`config.mk`:
```
export PLATFORM = sky130hd
export DESIGN_NAME = subnet_to_bin_classifier
export DESIGN_NICKNAME = d
export VERILOG_FILES = /design/src/sv/stbc_pkg.sv /design/src/sv/stbc_ram.sv /design/src/sv/stbc_ctrl.sv /design/src/sv/stbc_dp.sv /design/src/sv/subnet_to_bin_classifier.sv
export VERILOG_INCLUDE_DIRS = /design/src /design/src/sv
export SDC_FILE = /design/constraint.sdc
export NUM_CORES = 1
export LEC_CHECK = 0
export BUFFER_PORTS_ARGS = -buffer_cell sky130_fd_sc_hd__buf_2
export CAP_MARGIN = 20
export CORE_UTILIZATION = 40
export CTS_CLUSTER_SIZE = 12
export DETAILED_ROUTE_END_ITERATION = 8
export GPL_TIMING_DRIVEN = 0
export HOLD_SLACK_MARGIN = 0.08
export REMOVE_ABC_BUFFERS = 1
export SYNTH_ARGS = -nofsm -noshare
export SYNTH_HDL_FRONTEND = slang
export SYNTH_SLANG_ARGS = --single-unit
```
`constraint.sdc`:
```
create_clock -name clk -period 4.82 [get_ports clk]
set_input_delay 0.723 -clock clk [delete_from_list [all_inputs] [get_ports clk]]
set_output_delay 0.723 -clock clk [all_outputs]
set_load 0.05 [all_outputs]
```
`src/sv/subnet_to_bin_classifier_assert.svh`:
```
// Assertion macros for the subnet-to-bin classifier.
`ifndef SUBNET_TO_BIN_CLASSIFIER_ASSERT_SVH
`define SUBNET_TO_BIN_CLASSIFIER_ASSERT_SVH
`ifndef SYNTHESIS
`define STBC_ASSERT(label, clk, rst, prop, msg) \
  label: assert property (@(posedge clk) disable iff (rst) prop) else $error(msg);
`define STBC_NEVER(label, clk, rst, expr, msg) \
  label: assert property (@(posedge clk) disable iff (rst) !(expr)) else $error(msg);
`else
`define STBC_ASSERT(label, clk, rst, prop, msg)
`define STBC_NEVER(label, clk, rst, expr, msg)
`endif
`endif

```
`src/sv/stbc_pkg.sv`:
```
// Shared types, codes and helpers of the subnet-to-bin classifier.
package stbc_pkg;

  localparam int ADDR_W  = 32;
  localparam int PLEN_W  = 6;
  localparam int BIN_W   = 8;
  localparam int FUNC_W  = 2;
  localparam int ENTRY_W = ADDR_W + PLEN_W + BIN_W;

  localparam int DEF_MAX_PREFIXES = 16;
  localparam int DEF_MAX_INTERIOR = 16;

  localparam logic [FUNC_W-1:0] FN_ADD_PREFIX   = 2'd0;
  localparam logic [FUNC_W-1:0] FN_ADD_INTERIOR = 2'd1;
  localparam logic [FUNC_W-1:0] FN_LOOKUP       = 2'd2;
  localparam logic [FUNC_W-1:0] FN_CHECK        = 2'd3;

  typedef struct packed {
    logic [FUNC_W-1:0] func;
    logic [ADDR_W-1:0] address;
    logic [PLEN_W-1:0] prefix_len;
    logic [BIN_W-1:0]  bin_id;
  } item_t;

  typedef struct packed {
    logic             hit;
    logic [BIN_W-1:0] found_bin;
    logic             refused;
  } result_t;

  // controller -> datapath
  typedef struct packed {
    logic load;      // capture item, clear scan and result
    logic append;    // write latched item into its store
    logic scan_e;    // walk the prefix table
    logic scan_i;    // walk the interior list
    logic cmp_bin;   // compare bin ids instead of masked addresses
    logic clr_scan;  // restart the scan index
    logic take_hit;  // record the current match
  } ctrl_cmd_t;

  // datapath -> controller
  typedef struct packed {
    logic match;
    logic scan_done;
  } ctrl_sts_t;

  function automatic logic [PLEN_W-1:0] sat_plen(input logic [PLEN_W-1:0] plen);
    if (plen > PLEN_W'(ADDR_W)) begin
      return PLEN_W'(ADDR_W);
    end
    return plen;
  endfunction

  // plen is already saturated; a shift by the full width yields zero
  function automatic logic [ADDR_W-1:0] prefix_mask(input logic [PLEN_W-1:0] plen);
    if (plen == '0) begin
      return '0;
    end
    return ~({ADDR_W{1'b1}} >> plen);
  endfunction

endpackage

```
`src/sv/stbc_ram.sv`:
```
// Generic single-write, single-read RAM with registered read data.
module stbc_ram #(
  parameter int WIDTH = 8,
  parameter int DEPTH = 16
) (
  input  logic                                  clk,
  input  logic                                  we,
  input  logic [((DEPTH > 1) ? $clog2(DEPTH) : 1)-1:0] waddr,
  input  logic [WIDTH-1:0]                      wdata,
  input  logic [((DEPTH > 1) ? $clog2(DEPTH) : 1)-1:0] raddr,
  output logic [WIDTH-1:0]                      rdata
);

  logic [WIDTH-1:0] mem [DEPTH];

  always_ff @(posedge clk) begin
    if (we) begin
      mem[waddr] <= wdata;
    end
    rdata <= mem[raddr];
  end

endmodule

```
`src/sv/stbc_ctrl.sv`:
```
// Controller state machine: sequences appends, table scans and the result beat.
module stbc_ctrl
  import stbc_pkg::*;
(
  input  logic              clk,
  input  logic              rst,
  input  logic              start,
  input  logic [FUNC_W-1:0] func,
  input  ctrl_sts_t         sts,
  output ctrl_cmd_t         cmd,
  output logic              busy,
  output logic              done
);

  localparam logic [2:0] ST_IDLE   = 3'd0;
  localparam logic [2:0] ST_APPEND = 3'd1;
  localparam logic [2:0] ST_LOOKUP = 3'd2;
  localparam logic [2:0] ST_CHK_E  = 3'd3;
  localparam logic [2:0] ST_CHK_I  = 3'd4;
  localparam logic [2:0] ST_RESP   = 3'd5;

  logic [2:0] state;
  logic [2:0] state_next;

  always_ff @(posedge clk) begin
    if (rst) begin
      state <= ST_IDLE;
    end else begin
      state <= state_next;
    end
  end

  always_comb begin
    state_next = state;
    cmd        = '0;
    unique case (state)
      ST_IDLE: begin
        if (start) begin
          cmd.load = 1'b1;
          unique case (func) inside
            FN_ADD_PREFIX, FN_ADD_INTERIOR: state_next = ST_APPEND;
            FN_LOOKUP:                      state_next = ST_LOOKUP;
            FN_CHECK:                       state_next = ST_CHK_E;
            default:                        state_next = ST_IDLE;
          endcase
        end
      end
      ST_APPEND: begin
        cmd.append = 1'b1;
        state_next = ST_RESP;
      end
      ST_LOOKUP: begin
        cmd.scan_e = 1'b1;
        if (sts.match) begin
          cmd.take_hit = 1'b1;
          state_next   = ST_RESP;
        end else if (sts.scan_done) begin
          state_next = ST_RESP;
        end
      end
      ST_CHK_E: begin
        cmd.scan_e  = 1'b1;
        cmd.cmp_bin = 1'b1;
        if (sts.match) begin
          cmd.take_hit = 1'b1;
          state_next   = ST_RESP;
        end else if (sts.scan_done) begin
          cmd.clr_scan = 1'b1;
          state_next   = ST_CHK_I;
        end
      end
      ST_CHK_I: begin
        cmd.scan_i  = 1'b1;
        cmd.cmp_bin = 1'b1;
        if (sts.match) begin
          cmd.take_hit = 1'b1;
          state_next   = ST_RESP;
        end else if (sts.scan_done) begin
          state_next = ST_RESP;
        end
      end
      ST_RESP: begin
        state_next = ST_IDLE;
      end
      default: begin
        state_next = ST_IDLE;
      end
    endcase
  end

  assign busy = (state != ST_IDLE);
  assign done = (state == ST_RESP);

`include "subnet_to_bin_classifier_assert.svh"

  `STBC_ASSERT(a_accept_busy, clk, rst, (start && !busy) |=> busy, "accepted beat did not raise busy")
  `STBC_ASSERT(a_done_idle, clk, rst, done |=> !busy, "block stayed busy after result beat")
  `STBC_ASSERT(a_append_lat, clk, rst, (start && !busy && (func == FN_ADD_PREFIX || func == FN_ADD_INTERIOR)) |-> ##2 done, "append result not two cycles after accept")

endmodule

```
`src/sv/stbc_dp.sv`:
```
// Datapath: item register, prefix and interior stores, scan index, compare and result.
module stbc_dp
  import stbc_pkg::*;
#(
  parameter int MAX_PREFIXES = DEF_MAX_PREFIXES,
  parameter int MAX_INTERIOR = DEF_MAX_INTERIOR
) (
  input  logic      clk,
  input  logic      rst,
  input  item_t     item,
  input  ctrl_cmd_t cmd,
  output ctrl_sts_t sts,
  output result_t   result
);

  localparam int IW_E = (MAX_PREFIXES > 1) ? $clog2(MAX_PREFIXES) : 1;
  localparam int IW_I = (MAX_INTERIOR > 1) ? $clog2(MAX_INTERIOR) : 1;
  localparam int CW_E = $clog2(MAX_PREFIXES + 1);
  localparam int CW_I = $clog2(MAX_INTERIOR + 1);
  localparam int SW   = (CW_E > CW_I) ? CW_E : CW_I;

  item_t            item_r;
  logic [CW_E-1:0]  ecount;
  logic [CW_I-1:0]  icount;
  logic [SW-1:0]    idx;
  logic             rd_vld;
  result_t          res;

  logic             efull;
  logic             ifull;
  logic [SW-1:0]    scan_cnt;
  logic             issue;
  logic             we_e;
  logic             we_i;
  logic [ENTRY_W-1:0] e_wdata;
  logic [ENTRY_W-1:0] e_rdata;
  logic [BIN_W-1:0] i_rdata;
  logic [ADDR_W-1:0] e_net;
  logic [PLEN_W-1:0] e_plen;
  logic [BIN_W-1:0] e_bin;
  logic [ADDR_W-1:0] e_mask;
  logic             match_e;
  logic             match_i;

  assign efull    = (ecount == CW_E'(MAX_PREFIXES));
  assign ifull    = (icount == CW_I'(MAX_INTERIOR));
  assign scan_cnt = cmd.scan_i ? SW'(icount) : SW'(ecount);
  assign issue    = (cmd.scan_e || cmd.scan_i) && (idx != scan_cnt);

  assign we_e    = cmd.append && (item_r.func == FN_ADD_PREFIX) && !efull;
  assign we_i    = cmd.append && (item_r.func == FN_ADD_INTERIOR) && !ifull;
  assign e_wdata = {item_r.address, item_r.prefix_len, item_r.bin_id};

  stbc_ram #(
    .WIDTH (ENTRY_W),
    .DEPTH (MAX_PREFIXES)
  ) u_entry_ram (
    .clk   (clk),
    .we    (we_e),
    .waddr (ecount[IW_E-1:0]),
    .wdata (e_wdata),
    .raddr (idx[IW_E-1:0]),
    .rdata (e_rdata)
  );

  stbc_ram #(
    .WIDTH (BIN_W),
    .DEPTH (MAX_INTERIOR)
  ) u_interior_ram (
    .clk   (clk),
    .we    (we_i),
    .waddr (icount[IW_I-1:0]),
    .wdata (item_r.bin_id),
    .raddr (idx[IW_I-1:0]),
    .rdata (i_rdata)
  );

  assign {e_net, e_plen, e_bin} = e_rdata;
  assign e_mask  = prefix_mask(e_plen);
  assign match_e = cmd.cmp_bin ? (e_bin == item_r.bin_id)
                               : ((item_r.address & e_mask) == (e_net & e_mask));
  assign match_i = (i_rdata == item_r.bin_id);

  assign sts.match     = rd_vld && (cmd.scan_i ? match_i : match_e);
  assign sts.scan_done = (idx == scan_cnt) && !rd_vld;

  // item register; prefix length saturated once on capture
  always_ff @(posedge clk) begin
    if (cmd.load) begin
      item_r <= {item.func, item.address, sat_plen(item.prefix_len), item.bin_id};
    end
  end

  always_ff @(posedge clk) begin
    if (rst) begin
      ecount <= '0;
      icount <= '0;
      idx    <= '0;
      rd_vld <= 1'b0;
    end else begin
      if (we_e) begin
        ecount <= ecount + CW_E'(1);
      end
      if (we_i) begin
        icount <= icount + CW_I'(1);
      end
      if (cmd.load || cmd.clr_scan) begin
        idx    <= '0;
        rd_vld <= 1'b0;
      end else begin
        if (issue) begin
          idx <= idx + SW'(1);
        end
        rd_vld <= issue;
      end
    end
  end

  always_ff @(posedge clk) begin
    if (rst) begin
      res <= '0;
    end else if (cmd.load) begin
      res <= '0;
    end else begin
      if (cmd.append) begin
        res.refused <= (item_r.func == FN_ADD_PREFIX) ? efull : ifull;
      end
      if (cmd.take_hit) begin
        res.hit       <= 1'b1;
        res.found_bin <= cmd.cmp_bin ? '0 : e_bin;
      end
    end
  end

  assign result = res;

`include "subnet_to_bin_classifier_assert.svh"

  `STBC_ASSERT(a_ecount_max, clk, rst, ecount <= CW_E'(MAX_PREFIXES), "prefix count beyond capacity")
  `STBC_ASSERT(a_icount_max, clk, rst, icount <= CW_I'(MAX_INTERIOR), "interior count beyond capacity")
  `STBC_NEVER(a_hit_refused, clk, rst, res.hit && res.refused, "hit and refused in one result")

endmodule

```
`src/sv/subnet_to_bin_classifier.sv`:
```
// Top level of the first-match IPv4 prefix classifier.
// Usage:
//   An item (func, address, prefix_len, bin_id) is taken at a clock edge with
//   start high and busy low. func selects: append a prefix entry, append an
//   interior bin id, classify an address, or check a bin id.
//   Each item gives one result beat: done is high for one cycle with result
//   (hit, found_bin, refused) valid; the receiver cannot stall it.
// Per function, accept to result beat:
//   lookup: scans the n stored prefix entries (at most MAX_PREFIXES) and
//           stops at the first match.
//   check:  reads the prefix table first, then the m interior ids (at most
//           MAX_INTERIOR); a match ends the scan early.
//   Each pass reads one entry per cycle through a single registered read port.
// Throughput: one item at a time; busy stays high through the result beat, so
//   no new item is taken until the result beat is over.
// Reset (synchronous, active high) empties both stores and returns to idle.
module subnet_to_bin_classifier
  import stbc_pkg::*;
#(
  parameter int MAX_PREFIXES = DEF_MAX_PREFIXES,
  parameter int MAX_INTERIOR = DEF_MAX_INTERIOR
) (
  input  logic    clk,
  input  logic    rst,
  input  logic    start,
  input  item_t   item,
  output logic    busy,
  output logic    done,
  output result_t result
);

  ctrl_cmd_t cmd;
  ctrl_sts_t sts;

  stbc_ctrl u_ctrl (
    .clk   (clk),
    .rst   (rst),
    .start (start),
    .func  (item.func),
    .sts   (sts),
    .cmd   (cmd),
    .busy  (busy),
    .done  (done)
  );

  stbc_dp #(
    .MAX_PREFIXES (MAX_PREFIXES),
    .MAX_INTERIOR (MAX_INTERIOR)
  ) u_dp (
    .clk    (clk),
    .rst    (rst),
    .item   (item),
    .cmd    (cmd),
    .sts    (sts),
    .result (result)
  );

endmodule
```
==> run summary <==
For the pin with the worst max-slew slack, the measured transition is 1.063 ns. The run gives 0.0003201 V as the worst voltage drop across the vdd grid. The violation count after the first detailed-routing iteration came out at 1776.

The run gives 3134 as the final non-filler cell total. The number of H-tree branching levels was 3. Setup slack on the worst reg-to-reg path comes out at 1.02 ns. The fraction of power spent switching nets is 0.2011, and the post-CTS setup buffer count is 0. The number of I/O port buffers was 62. Worst setup path category: register to register. Across the run, the number of max-cap violations was 0. For the final routed database, the setup TNS stands at 0 ns. The run gives 0 as the number of gates resized after CTS. The full die area came out at 94860 sq um. The routed layout has 17153 vias.

The tools report the sequential cell fraction of total power as 0.561. Via count normalized by instance count: 5.473. Worst min-delay path endpoint: u_dp.e_wdata[18]. The logs give 0 for the total of hold buffers inserted after clock tree synthesis and 92220 sq um for the area of the core region. The first global-routing pass estimated 119.6 mm of wire. For this run, the detailed router's first-pass iteration total came to 6. The finished cells cover 43510 sq um.

The remaining global-route overflow was 0; the layout overhead on the synthesized area was 16.18%. The worst register-to-register path has a depth of 8. Counting along the longest clock path gives a buffer depth of 3. The run gives 0 as the final max-slew violation count. Initial antenna violation count: 3. Clock tree synthesis selected as its root buffer the cell clkbuf_16. The total half-perimeter wirelength after legalization and detailed placement was 48.34 mm. Sort of element at the end of the critical path: a register.

For the logic gate share of total power, the log shows 0.020. Element type at the critical path start: a register. The logs give 0.419 for the clock group share of total power and 13.21 nW for the leakage power of the design. TritonCTS built the clock tree. Counting flops and latches in the post-synthesis netlist gives 995. The largest incremental delay on the critical path was 0.76 ns; the area taken by multi-input logic gates was 8174 sq um. The repair_antennas step left the layout with diodes totalling 0. For the worst-skew pair, the clock arrives at the later sink with an insertion delay of 0.65 ns. The worst path in the final design needs a cycle of 3.802 ns, including I/O delays and setup. For this block, the routed nets add up to 81.77 mm of wire.

The endpoint identified for the worst register-to-register timing path is u_ctrl.state[2]. The number of warnings printed during yosys synthesis is 0, and the headroom to the max-slew limit is 0.2912. Setup violations remaining at the end of the flow were counted as 0.

The run finished with clean final reports. Including well taps, the total number of placed cells is 2950. The mean routed wirelength per cell is 26.09 um, and the async set-or-reset flop fraction in the synthesized netlist is 0. Via count of the first global-routing pass: 17874. The hold path depth was 1.

The share of the cycle needed by the critical path after routing was 0.7887; the floorplan die height was 308.0 um. The number of different library cells used by synthesis comes to 60. Across the whole layout, storage elements account for 29060 sq um. The run gives 7564 as the fill cell instance count of the final layout. Instance count of the mapped netlist: 1661.

The signal on the critical path passes through xnor2_1 > o21ai_0 > a221oi_1 > nand4_1 > nor4b_2 > o21ai_1 > a311o_1 > a21oi_1. At the worst endpoint, the required time is 5.40 ns. The tightest min-delay check is of the input port to register type. Hold is met by 0.2433 ns.

The slowest stage of the critical path belongs to the cell nor4b_2. The total global routing track utilization was 0.1748. In this run, synthesis inferred 912 flip-flops with an integrated enable. The fraction of final layout cells sized beyond drive strength 1 works out to 0.2951.

Start of the worst register-to-register path: u_dp.e_wdata[29]. Along the worst path, the maximum fanout reaches 17. In this run the most critical hold path is launched from item[18].

Pin placement for this block handled 63 I/O pins. Setup repair after global routing left no endpoint under its margin. The internal portion of the total power is 13.89 mW. Clock tree synthesis found a total of 995 sinks.

For this design the ratio of total power to cell area is 399.7 nW/um^2. Counting the buffers created by CTS gives 99. The highest clock rate was 263.0 MHz; the DRC violation count after routing was 0.

The tools report the final weighted congestion in routability-driven placement as 0.7937. In this run the core area contains 111 standard-cell rows. Clock skew on the completed layout was measured at 0.01997 ns. The worst endpoint data arrival time is 4.38 ns, and the average cell area after synthesis is 22.55 sq um. The cell area after placement is 40310 sq um.

For this run, the leading register cell type out of synthesis is edfxtp_1. The floorplan step set the die width to 308.0 um. The run gives 0.4061 as the initial cell density of the core. For this design the total switching power over the nets is 3.498 mW.

The number of endpoints with negative hold slack in the final report is 0, and the number of nets still failing antenna checks after routing is 0. The clock-pin slew of the registers on the worst-case setup and hold paths was 0.06 ns. In this run the cell area of the synthesized design comes to 37450 sq um.

The completed layout was analyzed and its total power is 17.39 mW. Entering global routing, the biggest net connects 57 pins. The proportion of synthesized chip area in sequential cells was 0.7756.

After the last flow step, the layout net total stands at 1874.
==> critical path, delay by kind of cell (launching register included) <==
family	cells	cell delay, ns
compound gates	5	1.61
simple gates	2	0.91
flops	1	0.60
xor+xnor	1	0.59
==> final cells by class <==
| class | instances | share of cell area |
|---|---|---|
| Inverter | 12 | 0.001035 |
| Sequential cell | 995 | 0.6679 |
| Clock inverter | 18 | 0.004658 |
| Clock buffer | 160 | 0.06524 |
| Multi-Input combinational cell | 572 | 0.1879 |
| Tap cell | 1243 | 0.03574 |
| Timing Repair Buffer | 134 | 0.03755 |
==> power by group through the flow <==
stage	logic [mW]	registers (mW)	clock network, mW
floorplan	0.168	9.89	0
global placement	0.289	9.96	0
detailed placement	0.301	9.96	0
CTS	0.302	9.78	7.43
global route	0.378	9.77	7.74
finish	0.354	9.75	7.29
==> cells by family (layout without fill, tap and decap cells) <==
group	count (synthesis)	in the layout	synth area share
buffers and inverters	94	324	0.009688
xor gates and xnor gates	65	65	0.01520
muxes	279	279	0.1648
adders and majority gates	9	9	0.003007
DFF	995	995	0.7756
and+or+nand+nor	142	142	0.01871
AOI/OAI and AO/OA	77	77	0.01300
==> how the worst max path moves through the flow <==
stage | cells after the start | to | start | slack, ns
3_3_place_gp | 2 | u_dp.u_entry_ram.rdata[11] | u_dp.idx[0] | -9.88
4_1_cts | 8 | u_ctrl.state[2] | u_dp.e_wdata[29] | 1.01
3_5_place_dp | 8 | u_ctrl.state[2] | u_dp.e_wdata[29] | 1.04
2_1_floorplan | 2 | u_dp.u_entry_ram.rdata[0] | u_dp.idx[0] | -5.37
5_1_grt | 8 | u_ctrl.state[2] | u_dp.e_wdata[17] | 0.75
6_report | 8 | u_ctrl.state[2] | u_dp.e_wdata[29] | 1.02
==> cells in the mapped netlist (2+ instances only) <==
| cell | number | share of area |
|---|---|---|
| and2_1 | 3 | 0.00050 |
| dfxtp_1 | 83 | 0.044 |
| xnor2_1 | 48 | 0.011 |
| o22ai_1 | 2 | 0.00033 |
| o211ai_1 | 2 | 0.00040 |
| nor2b_1 | 7 | 0.0012 |
| nor3b_1 | 2 | 0.00040 |
| mux2i_1 | 8 | 0.0021 |
| buf_1 | 20 | 0.0020 |
| nand4_1 | 8 | 0.0013 |
| xor2_1 | 17 | 0.0040 |
| mux4_2 | 270 | 0.16 |
| o21ai_1 | 3 | 0.00040 |
| a2111oi_0 | 2 | 0.00047 |
| nand2_1 | 21 | 0.0021 |
| nand2b_1 | 4 | 0.00067 |
| nor3_1 | 16 | 0.0021 |
| o31ai_1 | 3 | 0.00060 |
| clkbuf_1 | 56 | 0.0056 |
| edfxtp_1 | 912 | 0.73 |
| a211oi_1 | 3 | 0.00060 |
| o21ai_0 | 22 | 0.0029 |
| ha_1 | 9 | 0.0030 |
| a21oi_1 | 21 | 0.0028 |
| nand3_1 | 12 | 0.0016 |
| buf_2 | 5 | 0.00067 |
| inv_1 | 12 | 0.0012 |
| nor2_1 | 58 | 0.0058 |
==> state kept, by name, summed over array words and instances, names as in the netlist <==
register	count
u_dp.rd_vld	1
u_dp.item_r	2
u_dp.u_interior_ram.rdata	8
u_dp.u_entry_ram.mem	736
u_dp.e_wdata	46
u_dp.ecount	5
u_dp.u_interior_ram.mem	128
u_dp.icount	5
u_dp.idx	5
u_dp.result	10
u_ctrl.state	3
u_dp.u_entry_ram.rdata	46
==> layout by cell type, fill, tap and decap left out, drive strengths merged, types with 2 or more instances in the layout <==
master / n
nand2: 21
dfxtp: 83
o21ai: 25
bufinv: 3
a211oi: 3
or4: 2
nand2b: 4
edfxtp: 912
ha: 9
nor2b: 7
clkinv: 12
o22ai: 2
inv: 14
nor3b: 2
a21oi: 22
o211ai: 2
mux4: 270
nor3: 17
nand4: 8
mux2i: 8
nor4b: 2
a2111oi: 2
clkbuf: 160
xor2: 17
nand3: 12
o31ai: 3
nor2: 58
buf: 134
and2: 3
xnor2: 48
==> through the flow <==
step                setup WS (ns)  utilization
floorplan                  -5.367            -
global placement           -9.881       0.4229
detailed placement          1.044       0.4371
CTS                         1.015       0.4701
global route               0.7539       0.4718
finish                      1.018       0.4718
==> metal layers <==
layer | GRT usage | vias to the layer above | wire length (um) | part of all wire
met5 | 0 | - | 23 | 0.00028
met4 | 0.04929 | 4 | 2075 | 0.025
met3 | 0.03209 | 142 | 4811 | 0.059
met2 | 0.2727 | 542 | 39000 | 0.48
met1 | 0.2522 | 9219 | 35860 | 0.44
li1 | - | 7246 | - | -
Note: power is estimated with default switching activity, not from simulation.
